--- src/hdl/apsm_pkg.sv ---
package apsm_pkg;

  localparam int SAMPLE_BITS      = 12;
  localparam int SAMPLES_PER_MEAN = 32;
  localparam int MEAN_SHIFT       = $clog2(SAMPLES_PER_MEAN);
  localparam int SUM_W            = SAMPLE_BITS + MEAN_SHIFT;
  localparam int CNT_W            = MEAN_SHIFT;
  localparam int CODE_W           = 13;
  localparam int IDX_W            = 5;
  localparam int PCT_W            = 7;
  localparam int TENTH_W          = 4;
  localparam int PCT_LEN          = 26;
  localparam int PROD_W           = PCT_W + SAMPLE_BITS;
  localparam int DVD_W            = PROD_W + 3;
  localparam int DIV_CNT_W        = $clog2(DVD_W);
  localparam int REM_W            = CODE_W + 1;
  localparam int Q_W              = 10;
  localparam int DIV10_MUL        = 205;
  localparam int DIV10_SHIFT      = 11;
  localparam int QM_W             = 18;

  localparam logic [PCT_W-1:0] PCT_FULL = PCT_W'(100);
  localparam logic [CODE_W-1:0] CODE_TOP = CODE_W'(5000);

  localparam logic [PCT_W-1:0] PCT_TABLE [PCT_LEN] = '{
    7'd0, 7'd1, 7'd3, 7'd5, 7'd10, 7'd15, 7'd20, 7'd25, 7'd30, 7'd35, 7'd40, 7'd45, 7'd50,
    7'd55, 7'd60, 7'd65, 7'd70, 7'd75, 7'd80, 7'd85, 7'd90, 7'd95, 7'd97, 7'd99, 7'd100,
    7'd100
  };

  localparam logic [CODE_W-1:0] DEF_CODES [PCT_LEN] = '{
    13'd0, 13'd49, 13'd147, 13'd246, 13'd492, 13'd737, 13'd983, 13'd1229,
    13'd1475, 13'd1720, 13'd1966, 13'd2212, 13'd2458, 13'd2703, 13'd2949, 13'd3195,
    13'd3441, 13'd3686, 13'd3932, 13'd4178, 13'd4424, 13'd4669, 13'd4768, 13'd4866,
    13'd4915, 13'd5000
  };

  typedef struct packed {
    logic                   operation;
    logic [SAMPLE_BITS-1:0] sample_code;
    logic [IDX_W-1:0]       breakpoint_index;
    logic [CODE_W-1:0]      breakpoint_code;
  } in_word_t;

  typedef struct packed {
    logic [SAMPLE_BITS-1:0] average_code;
    logic [PCT_W-1:0]       percent_whole;
    logic [TENTH_W-1:0]     percent_tenth;
    logic                   in_range;
  } out_word_t;

  typedef struct packed {
    logic scan_start;
    logic scan_step;
    logic mul_go;
    logic div_load;
    logic div_step;
    logic dec_go;
    logic out_load;
  } ctrl_cmd_t;

  typedef struct packed {
    logic group_done;
    logic scan_last;
    logic div_last;
    logic out_free;
  } ctrl_sts_t;

  function automatic logic [PCT_W-1:0] pct_at(input int unsigned k);
    logic [PCT_W-1:0] p;
    if (k < PCT_LEN) begin
      p = PCT_TABLE[k[4:0]];
    end else begin
      p = PCT_FULL;
    end
    return p;
  endfunction

  function automatic logic [CODE_W-1:0] def_code(input int unsigned k);
    logic [CODE_W-1:0] c;
    if (k < PCT_LEN) begin
      c = DEF_CODES[k[4:0]];
    end else begin
      c = CODE_TOP;
    end
    return c;
  endfunction

endpackage

--- src/hdl/apsm_ctrl.sv ---
module apsm_ctrl (
  input  logic                  clk,
  input  logic                  rst_n,
  input  apsm_pkg::ctrl_sts_t   sts,
  output apsm_pkg::ctrl_cmd_t   cmd,
  output logic                  busy
);

  import apsm_pkg::*;

  typedef enum logic [2:0] {
    S_IDLE,
    S_SCAN,
    S_MUL,
    S_DIV_LD,
    S_DIV,
    S_DEC,
    S_FIN
  } state_t;

  state_t state_r, state_nxt;

  always_comb begin
    state_nxt = state_r;
    cmd       = '0;
    unique case (state_r)
      S_IDLE: begin
        if (sts.group_done) begin
          cmd.scan_start = 1'b1;
          state_nxt      = S_SCAN;
        end
      end
      S_SCAN: begin
        cmd.scan_step = 1'b1;
        if (sts.scan_last) begin
          state_nxt = S_MUL;
        end
      end
      S_MUL: begin
        cmd.mul_go = 1'b1;
        state_nxt  = S_DIV_LD;
      end
      S_DIV_LD: begin
        cmd.div_load = 1'b1;
        state_nxt    = S_DIV;
      end
      S_DIV: begin
        cmd.div_step = 1'b1;
        if (sts.div_last) begin
          state_nxt = S_DEC;
        end
      end
      S_DEC: begin
        cmd.dec_go = 1'b1;
        state_nxt  = S_FIN;
      end
      S_FIN: begin
        if (sts.out_free) begin
          cmd.out_load = 1'b1;
          state_nxt    = S_IDLE;
        end
      end
      default: begin
        state_nxt = S_IDLE;
      end
    endcase
  end

  assign busy = (state_r != S_IDLE);

  always_ff @(posedge clk) begin
    if (!rst_n) begin
      state_r <= S_IDLE;
    end else begin
      state_r <= state_nxt;
    end
  end

endmodule

--- src/hdl/apsm_dp.sv ---
module apsm_dp #(
  parameter int BREAKPOINT_COUNT = 26
) (
  input  logic                  clk,
  input  logic                  rst_n,
  input  logic                  in_accept,
  input  apsm_pkg::in_word_t    in_word,
  input  apsm_pkg::ctrl_cmd_t   cmd,
  output apsm_pkg::ctrl_sts_t   sts,
  output logic                  out_valid,
  input  logic                  out_stall,
  output apsm_pkg::out_word_t   out_word
);

  import apsm_pkg::*;

  localparam int KW = $clog2(BREAKPOINT_COUNT);

  // accumulator
  logic [SUM_W-1:0]       sum_r;
  logic [CNT_W-1:0]       cnt_r;
  logic [SUM_W-1:0]       sum_add;
  logic [SAMPLE_BITS-1:0] mean_r;
  logic                   sample_in;
  logic                   group_end;

  assign sum_add   = sum_r + SUM_W'(in_word.sample_code);
  assign sample_in = in_accept && !in_word.operation;
  assign group_end = sample_in && (cnt_r == CNT_W'(SAMPLES_PER_MEAN - 1));

  always_ff @(posedge clk) begin
    if (!rst_n) begin
      sum_r <= '0;
      cnt_r <= '0;
    end else if (sample_in) begin
      if (group_end) begin
        sum_r <= '0;
        cnt_r <= '0;
      end else begin
        sum_r <= sum_add;
        cnt_r <= cnt_r + CNT_W'(1);
      end
    end
  end

  always_ff @(posedge clk) begin
    if (group_end) begin
      mean_r <= sum_add[SUM_W-1 -: SAMPLE_BITS];
    end
  end

  // breakpoint table
  logic [CODE_W-1:0] bp_r [BREAKPOINT_COUNT];
  logic              bp_wr;

  assign bp_wr = in_accept && in_word.operation &&
                 (int'(in_word.breakpoint_index) < BREAKPOINT_COUNT - 1);

  always_ff @(posedge clk) begin
    if (!rst_n) begin
      for (int i = 0; i < BREAKPOINT_COUNT; i++) begin
        bp_r[i] <= def_code(i);
      end
    end else if (bp_wr) begin
      bp_r[KW'(in_word.breakpoint_index)] <= in_word.breakpoint_code;
    end
  end

  // segment scan, one breakpoint per cycle
  logic [KW-1:0]     k_r;
  logic [CODE_W-1:0] prev_r;
  logic [CODE_W-1:0] hi_rd;
  logic [CODE_W-1:0] mean_x;
  logic              seg_hit;
  logic [PCT_W-1:0]  p_lo;
  logic [PCT_W-1:0]  p_hi;
  logic              hit_r;
  logic [CODE_W-1:0] lo_r;
  logic [CODE_W-1:0] span_r;
  logic [PCT_W-1:0]  p0_r;
  logic [PCT_W-1:0]  dp_r;
  logic              at_lo_r;

  assign hi_rd   = bp_r[k_r];
  assign mean_x  = CODE_W'(mean_r);
  assign seg_hit = (prev_r <= mean_x) && (mean_x <= hi_rd);
  assign p_lo    = pct_at(32'(k_r) - 32'd1);
  assign p_hi    = pct_at(32'(k_r));

  always_ff @(posedge clk) begin
    if (cmd.scan_start) begin
      k_r    <= KW'(1);
      prev_r <= bp_r[0];
      hit_r  <= 1'b0;
    end else if (cmd.scan_step) begin
      k_r    <= k_r + KW'(1);
      prev_r <= hi_rd;
      if (seg_hit) begin
        hit_r   <= 1'b1;
        lo_r    <= prev_r;
        span_r  <= hi_rd - prev_r;
        p0_r    <= p_lo;
        dp_r    <= (p_hi >= p_lo) ? (p_hi - p_lo) : '0;
        at_lo_r <= (mean_x == prev_r);
      end
    end
  end

  // interpolation: product, bit-serial divide, split into whole and tenth
  logic [SAMPLE_BITS-1:0] diff;
  logic [PROD_W-1:0]      prod_c;
  logic [PROD_W-1:0]      prod_r;
  logic [DVD_W-1:0]       dvd_r;
  logic [REM_W-1:0]       rem_r;
  logic [DIV_CNT_W-1:0]   dcnt_r;
  logic [REM_W-1:0]       r2;
  logic                   ge;
  logic [Q_W-1:0]         quot;
  logic [QM_W-1:0]        qm_r;
  logic [PCT_W-1:0]       wq;
  logic [Q_W-1:0]         tenth_full;

  assign diff   = SAMPLE_BITS'(mean_x - lo_r);
  assign prod_c = dp_r * diff;
  assign r2     = {rem_r[REM_W-2:0], dvd_r[DVD_W-1]};
  assign ge     = (r2 >= REM_W'(span_r));
  assign quot   = at_lo_r ? '0 : dvd_r[Q_W-1:0];

  always_ff @(posedge clk) begin
    if (cmd.mul_go) begin
      prod_r <= prod_c;
    end
    if (cmd.div_load) begin
      dvd_r  <= DVD_W'({prod_r, 3'b000}) + DVD_W'({prod_r, 1'b0});
      rem_r  <= '0;
      dcnt_r <= '0;
    end else if (cmd.div_step) begin
      dvd_r  <= {dvd_r[DVD_W-2:0], ge};
      rem_r  <= ge ? (r2 - REM_W'(span_r)) : r2;
      dcnt_r <= dcnt_r + DIV_CNT_W'(1);
    end
    if (cmd.dec_go) begin
      qm_r <= QM_W'(quot * QM_W'(DIV10_MUL));
    end
  end

  assign wq         = qm_r[QM_W-1:DIV10_SHIFT];
  assign tenth_full = quot - (Q_W'({wq, 3'b000}) + Q_W'({wq, 1'b0}));

  // result word
  out_word_t out_word_r;
  logic      out_valid_r;

  always_ff @(posedge clk) begin
    if (!rst_n) begin
      out_valid_r <= 1'b0;
    end else if (cmd.out_load) begin
      out_valid_r <= 1'b1;
    end else if (!out_stall) begin
      out_valid_r <= 1'b0;
    end
  end

  always_ff @(posedge clk) begin
    if (cmd.out_load) begin
      out_word_r.average_code  <= mean_r;
      out_word_r.in_range      <= hit_r;
      out_word_r.percent_whole <= hit_r ? (p0_r + wq) : '0;
      out_word_r.percent_tenth <= hit_r ? tenth_full[TENTH_W-1:0] : '0;
    end
  end

  assign out_valid = out_valid_r;
  assign out_word  = out_word_r;

  assign sts.group_done = group_end;
  assign sts.scan_last  = (k_r == KW'(BREAKPOINT_COUNT - 1));
  assign sts.div_last   = (dcnt_r == DIV_CNT_W'(DVD_W - 1));
  assign sts.out_free   = !out_valid_r || !out_stall;

endmodule

--- src/hdl/averaged_piecewise_linear_sensor_map_top.sv ---
// Averages 12-bit sample words in groups of 32 and maps each mean onto a
// piecewise-linear calibration table, giving percent, one tenth digit and an
// in-range flag. Sample and breakpoint-write words are taken one per cycle
// while in_stall is low. The sample word that completes a group starts the
// mapping, and in_stall stays high while it runs: a scan that compares one
// breakpoint per cycle, a product, a bit-serial divide, then the split and
// the load of the result. The stall lasts longer if the previous result is
// still held on the output. The result sits in an output register, so input
// words are taken while it waits. Breakpoint writes to the last entry, or
// beyond it, are dropped.
module averaged_piecewise_linear_sensor_map_top #(
  parameter int BREAKPOINT_COUNT = 26
) (
  input  logic                clk,
  input  logic                rst_n,
  input  logic                in_valid,
  output logic                in_stall,
  input  apsm_pkg::in_word_t  in_word,
  output logic                out_valid,
  input  logic                out_stall,
  output apsm_pkg::out_word_t out_word
);

  import apsm_pkg::*;

  ctrl_cmd_t cmd;
  ctrl_sts_t sts;
  logic      busy;
  logic      in_accept;

  assign in_stall  = busy;
  assign in_accept = in_valid && !in_stall;

  apsm_ctrl u_ctrl (
    .clk   (clk),
    .rst_n (rst_n),
    .sts   (sts),
    .cmd   (cmd),
    .busy  (busy)
  );

  apsm_dp #(
    .BREAKPOINT_COUNT (BREAKPOINT_COUNT)
  ) u_dp (
    .clk       (clk),
    .rst_n     (rst_n),
    .in_accept (in_accept),
    .in_word   (in_word),
    .cmd       (cmd),
    .sts       (sts),
    .out_valid (out_valid),
    .out_stall (out_stall),
    .out_word  (out_word)
  );

  a_group_starts_map: assert property (@(posedge clk) disable iff (!rst_n)
    sts.group_done |=> busy)
    else $error("completed group did not start mapping");

  a_result_after_map: assert property (@(posedge clk) disable iff (!rst_n)
    $rose(out_valid) |-> $past(busy))
    else $error("result word without a mapping pass");

  a_miss_zero: assert property (@(posedge clk) disable iff (!rst_n)
    (out_valid && !out_word.in_range) |->
      (out_word.percent_whole == '0 && out_word.percent_tenth == '0))
    else $error("out of range result carries a percentage");

  a_pct_bounds: assert property (@(posedge clk) disable iff (!rst_n)
    out_valid |-> (out_word.percent_whole <= PCT_FULL &&
                   out_word.percent_tenth <= TENTH_W'(9)))
    else $error("percentage out of bounds");

endmodule

--- config.mk ---
export PLATFORM = sky130hd
export DESIGN_NAME = averaged_piecewise_linear_sensor_map_top
export DESIGN_NICKNAME = d
export VERILOG_FILES = /design/src/hdl/apsm_pkg.sv /design/src/hdl/apsm_ctrl.sv /design/src/hdl/apsm_dp.sv /design/src/hdl/averaged_piecewise_linear_sensor_map_top.sv
export SDC_FILE = /design/constraint.sdc
export NUM_CORES = 1
export LEC_CHECK = 0
export BUFFER_PORTS_ARGS = -buffer_cell sky130_fd_sc_hd__clkbuf_2
export CAP_MARGIN = 40
export CORE_ASPECT_RATIO = 0.5
export CORE_MARGIN = 2
export CORE_UTILIZATION = 57
export CTS_CLUSTER_DIAMETER = 30
export DETAILED_ROUTE_END_ITERATION = 16
export PLACE_DENSITY = 0.85
export REMOVE_ABC_BUFFERS = 1
export SYNTH_ARGS = -nofsm -noshare
export SYNTH_HDL_FRONTEND = slang
export SYNTH_SLANG_ARGS = --single-unit
export TNS_END_PERCENT = 20
--- constraint.sdc ---
create_clock -name clk -period 15.8 [get_ports clk]
set_input_delay 1.58 -clock clk [delete_from_list [all_inputs] [get_ports clk]]
set_output_delay 1.58 -clock clk [all_outputs]
set_load 0.02 [all_outputs]
==> metrics.md <==
| Metric | Value |
|---|---|
| Status | completed |
| DRC viols | 0 |
| Sequential share of power | 38.3% |
| R2R cell count | 23 |
| Register area share after synthesis | between 50% and 60% |
| EDFF count, synth | 553 |
| Via count | 23,480 |
| Fin. Hold Viols | 0 |
| Global-route wire length before repair | roughly 130,000 um |
| Comb power frac | 21.7% |
| Post-synthesis cell type count | 76 |
| Die Area | between 60,000 and 70,000 sq um |
| Max FO, Critical Path | 7 |
| Global placement routability congestion | a little under 0.9 |
| Initial antenna violation count | 3 |
| N_diodes | 0 |
| Sw frac | 29.27% |
| Hold Crit Endpoint | u_dp.sum_r[9] |
| Total GRT Usage | between 20% and 30% |
| Max Slew Vio Count | 0 |
| Worst Path Required | approximately 16,000 ps |
| Setup TNS | 0 ps |
| Ys flop type | edfxtp_1 |
| Chip width | 350.5 um |
| Vias in the first global route | 23,950 |
| Fmax | 154.0 MHz |
| Hold_buf cts | 0 |
| Hold Crit Depth | 2 |
| Worst reg2reg setup slack | between 9000 and 10,000 ps |
| Worst VDD drop | 89.12 uV |
| Final Setup Violations | 0 |
| Insertion delay to the later sink of the worst-skew pair | between 600 and 700 ps |
| Most common cell after layout, fill and taps aside | edfxtp_1 |
| Layout area overhead | 13.45% |
| Io pins | 61 |
| Crit Path Class | reg -> reg |
| Int Pwr | 0.003485 W |
| Leakage | 15.26 nW |
| Top Layer Used | met5 |
| Wire length on met1 | 30,950 um |
| Syn Area/Cell | 12.50 sq um |
| Clock Skews | ~48 ps |
| Net load switching power | 0.001442 W |
| DR WL met2 | 41,880 um |
| Num CTS Buffers | 82 |
| R2R Path End | u_dp.prod_r[14] |
| Fill cells | 3,905 |
| Dpl cell area | 35,840 sq um |
| Arr. time, crit path | approximately 7000 ps |
| Final WL | approximately 85,000 um |
| DR WL met3 | 8588 um |
| Buffers on Ports | 60 |
| Die Height | about 180 um |
| Yosys warnings | 0 |
| Min Tclk post-route | 6492 ps |
| RSZ-0062 raised after global routing | no |
| Critical path's top delay family | adder cells |
| Dpl ws | approximately 9400 ps |
| Cell mode on critical path | fa_1 |
| Async S/R FF share, synth | 0% |
| Routed Antenna Nets | 0 |
| Maximum clock insertion buffer count | 3 |
| CP peak stage delay | ~540 ps |
| Min-delay src | u_dp.sum_r[9] |
| Detailed Route Iter0 Violations | 2,629 |
| HP Class | reg -> reg |
| Total grt overflow | 0 |
| Clock network fraction of design power | 40.0% |
| Nets | around 3,200 |
| Resized cells post-CTS | 0 |
| Worst setup EP type | register |
| Flops & latches, synth | 608 |
| Cell Area, Synth | 34,220 sq um |
| Final WS setup | slightly above 9000 ps |
| Initial Util | 57.73% |
| Cell Chain, Critical Path | inv_1 -> ha_1 -> fa_1 -> nor2b_1 -> o21ai_1 -> a21boi_0 -> o21ai_1 -> a21oi_1 -> xor2_1 -> and2_1 -> fa_1 -> fa_1 -> fa_1 -> inv_1 -> fa_1 -> inv_1 -> ha_1 -> and2_1 -> a31oi_1 -> a31oi_1 -> nor4_1 -> nor3_1 -> xor2_1 |
| Clock transition at the registers of the reported paths | 60 ps |
| Sink Count | between 600 and 700 |
| Post-CTS setup repair buffer count | 0 |
| Most frequent cells in the layout | edfxtp_1, ha_1, inv_1, or3_1, and2_1 |
| DRT Pass-1 Iters | 5 |
| PD cells | about 130 nW/um^2 |
| Share of layout cells above drive strength 1 | 14.94% |
| CTS tree | yes |
| Final worst-path cycle share | 41.09% |
| Max-Slew Margin vs Limit | 36.46% |
| Fin area | 38,830 sq um |
| Depth of the CTS H-tree | 3 |
| Worst slew pin tran | 953.1 ps |
| # rows | 63 |
| Reg2reg start | u_dp.mean_r[0] |
| Largest net degree at the start of global routing | 103 |
| Max-Cap Viols | 0 |
| Vias per inst | 6.258 |
| Mapped Cells | 2,738 |
| CORE AREA | 59,280 sq um |
| Overall power | 0.004927 W |
| DPL Wire Length | 53,570 um |
| WP buf/inv | 3 |
| Startpoint Class | register |
| Drt wl/cell | around 23 um |
| Post-route core utilization | 65.50% |
| CP max stage cell | fa_1 |
| Root buffer cell | clkbuf_16 |
[power by group through the flow]
stage,Clock (W),Sequential [W],Combinational (W)
after floorplan,0,0.00196,0.000716
after global placement,0,0.00192,0.000999
after detailed placement,0,0.00192,0.00103
after CTS,0.00198,0.00189,0.00105
after global routing,0.00204,0.00189,0.00114
final,0.00197,0.00189,0.00107
[per-stage QoR]
step	hold slack, ps	instances
after floorplan	435.6	2670
after global placement	447.8	3587
after detailed placement	478.5	3597
after CTS	486.1	3750
after global routing	504.2	3751
final	483.2	3751
[sequential cells by signal, summed over array words and instances (netlist names), named ones only]
| name | flops |
|---|---|
| u_dp.p0_r | 7 |
| u_dp.out_word | 24 |
| u_dp.prod_r | 19 |
| u_dp.cnt_r | 5 |
| u_dp.dcnt_r | 5 |
| u_dp.prev_r | 13 |
| u_dp.sum_r | 17 |
| u_dp.mean_r | 12 |
| u_dp.span_r | 13 |
| u_dp.lo_r | 12 |
| u_dp.rem_r | 13 |
| u_dp.out_valid | 1 |
| u_dp.hit_r | 1 |
| u_ctrl.state_r | 3 |
| u_dp.at_lo_r | 1 |
| u_dp.dvd_r | 22 |
| u_dp.qm_r | 7 |
| u_dp.k_r | 5 |
| u_dp.bp_r | 416 |
| u_dp.dp_r | 7 |
[routing by layer]
layer / global-route usage, % / vias to the layer above
li1: - / 10300
met1: 33.84 / 11390
met2: 47.55 / 1433
met3: 6.431 / 345
met4: 12.68 / 6
met5: 0 / -
[worst max path at each step]
| stage | cells past startpoint | endpoint | slack [ps] | startpoint |
|---|---|---|---|---|
| 6_report | 23 | u_dp.prod_r[14] | 9310 | u_dp.mean_r[0] |
| 5_1_grt | 23 | u_dp.prod_r[15] | 8950 | u_dp.mean_r[0] |
| 4_1_cts | 23 | u_dp.prod_r[18] | 9320 | u_dp.mean_r[0] |
| 3_5_place_dp | 23 | u_dp.prod_r[18] | 9390 | u_dp.mean_r[0] |
| 3_3_place_gp | 23 | u_dp.prod_r[18] | 9640 | u_dp.mean_r[0] |
| 2_1_floorplan | 10 | u_dp.at_lo_r | 7000 | register |
[cell families after synthesis]
kind of cell	synth area share [%]
AND/OR/NAND/NOR	13.46
flip-flops	51.74
AO/OA/AOI/OAI	7.137
buffers and inverters	4.098
adder cells (fa/ha/maj)	11.84
multiplexers	9.272
XOR/XNOR	2.431
other	0.02194
[Yosys cell counts, types with 10 or more instances]
cell type / instances / area [sq um]
nor4_1: 10 / 62.56
a31oi_1: 12 / 75.07
inv_1: 197 / 739.5
edfxtp_1: 553 / 16610
o21a_1: 20 / 150.1
clkbuf_1: 132 / 495.5
and2_1: 134 / 838.3
or3_1: 153 / 957.2
o21ai_0: 106 / 530.5
nand3_1: 29 / 145.1
nand2b_1: 25 / 156.4
fa_1: 73 / 1461
nand2_1: 129 / 484.2
nor2b_1: 37 / 231.5
nand4_1: 11 / 68.82
mux2_2: 16 / 180.2
mux2i_1: 11 / 110.1
inv_2: 12 / 45.04
o211ai_1: 12 / 90.09
ha_1: 207 / 2590
a21oi_1: 109 / 545.5
mux4_2: 128 / 2883
nor2_1: 132 / 495.5
dfxtp_1: 55 / 1101
buf_2: 17 / 85.08
nor3_1: 21 / 105.1
and3_1: 133 / 832.1
a21o_1: 25 / 187.7
xor2_1: 41 / 359.1
xnor2_1: 54 / 473.0
[final cells by class]
| class | instances | area, sq um | share of cell area, % |
|---|---|---|---|
| Clock inverter | 62 | 848.3 | 2.185 |
| Multi-Input combinational cell | 1851 | 15470 | 39.86 |
| Sequential cell | 608 | 17720 | 45.63 |
| Inverter | 211 | 792.0 | 2.040 |
| Tap cell | 812 | 1016 | 2.617 |
| Timing Repair Buffer | 116 | 852.1 | 2.195 |
| Clock buffer | 91 | 2127 | 5.478 |
[tightest hold or removal path: cells and delay by family (launching register included)]
kind,cells,cell delay (ps)
AOI/OAI and AO/OA,1,60
DFF,1,320
and+or+nand+nor,1,60
(Power assumes the default switching activity.)
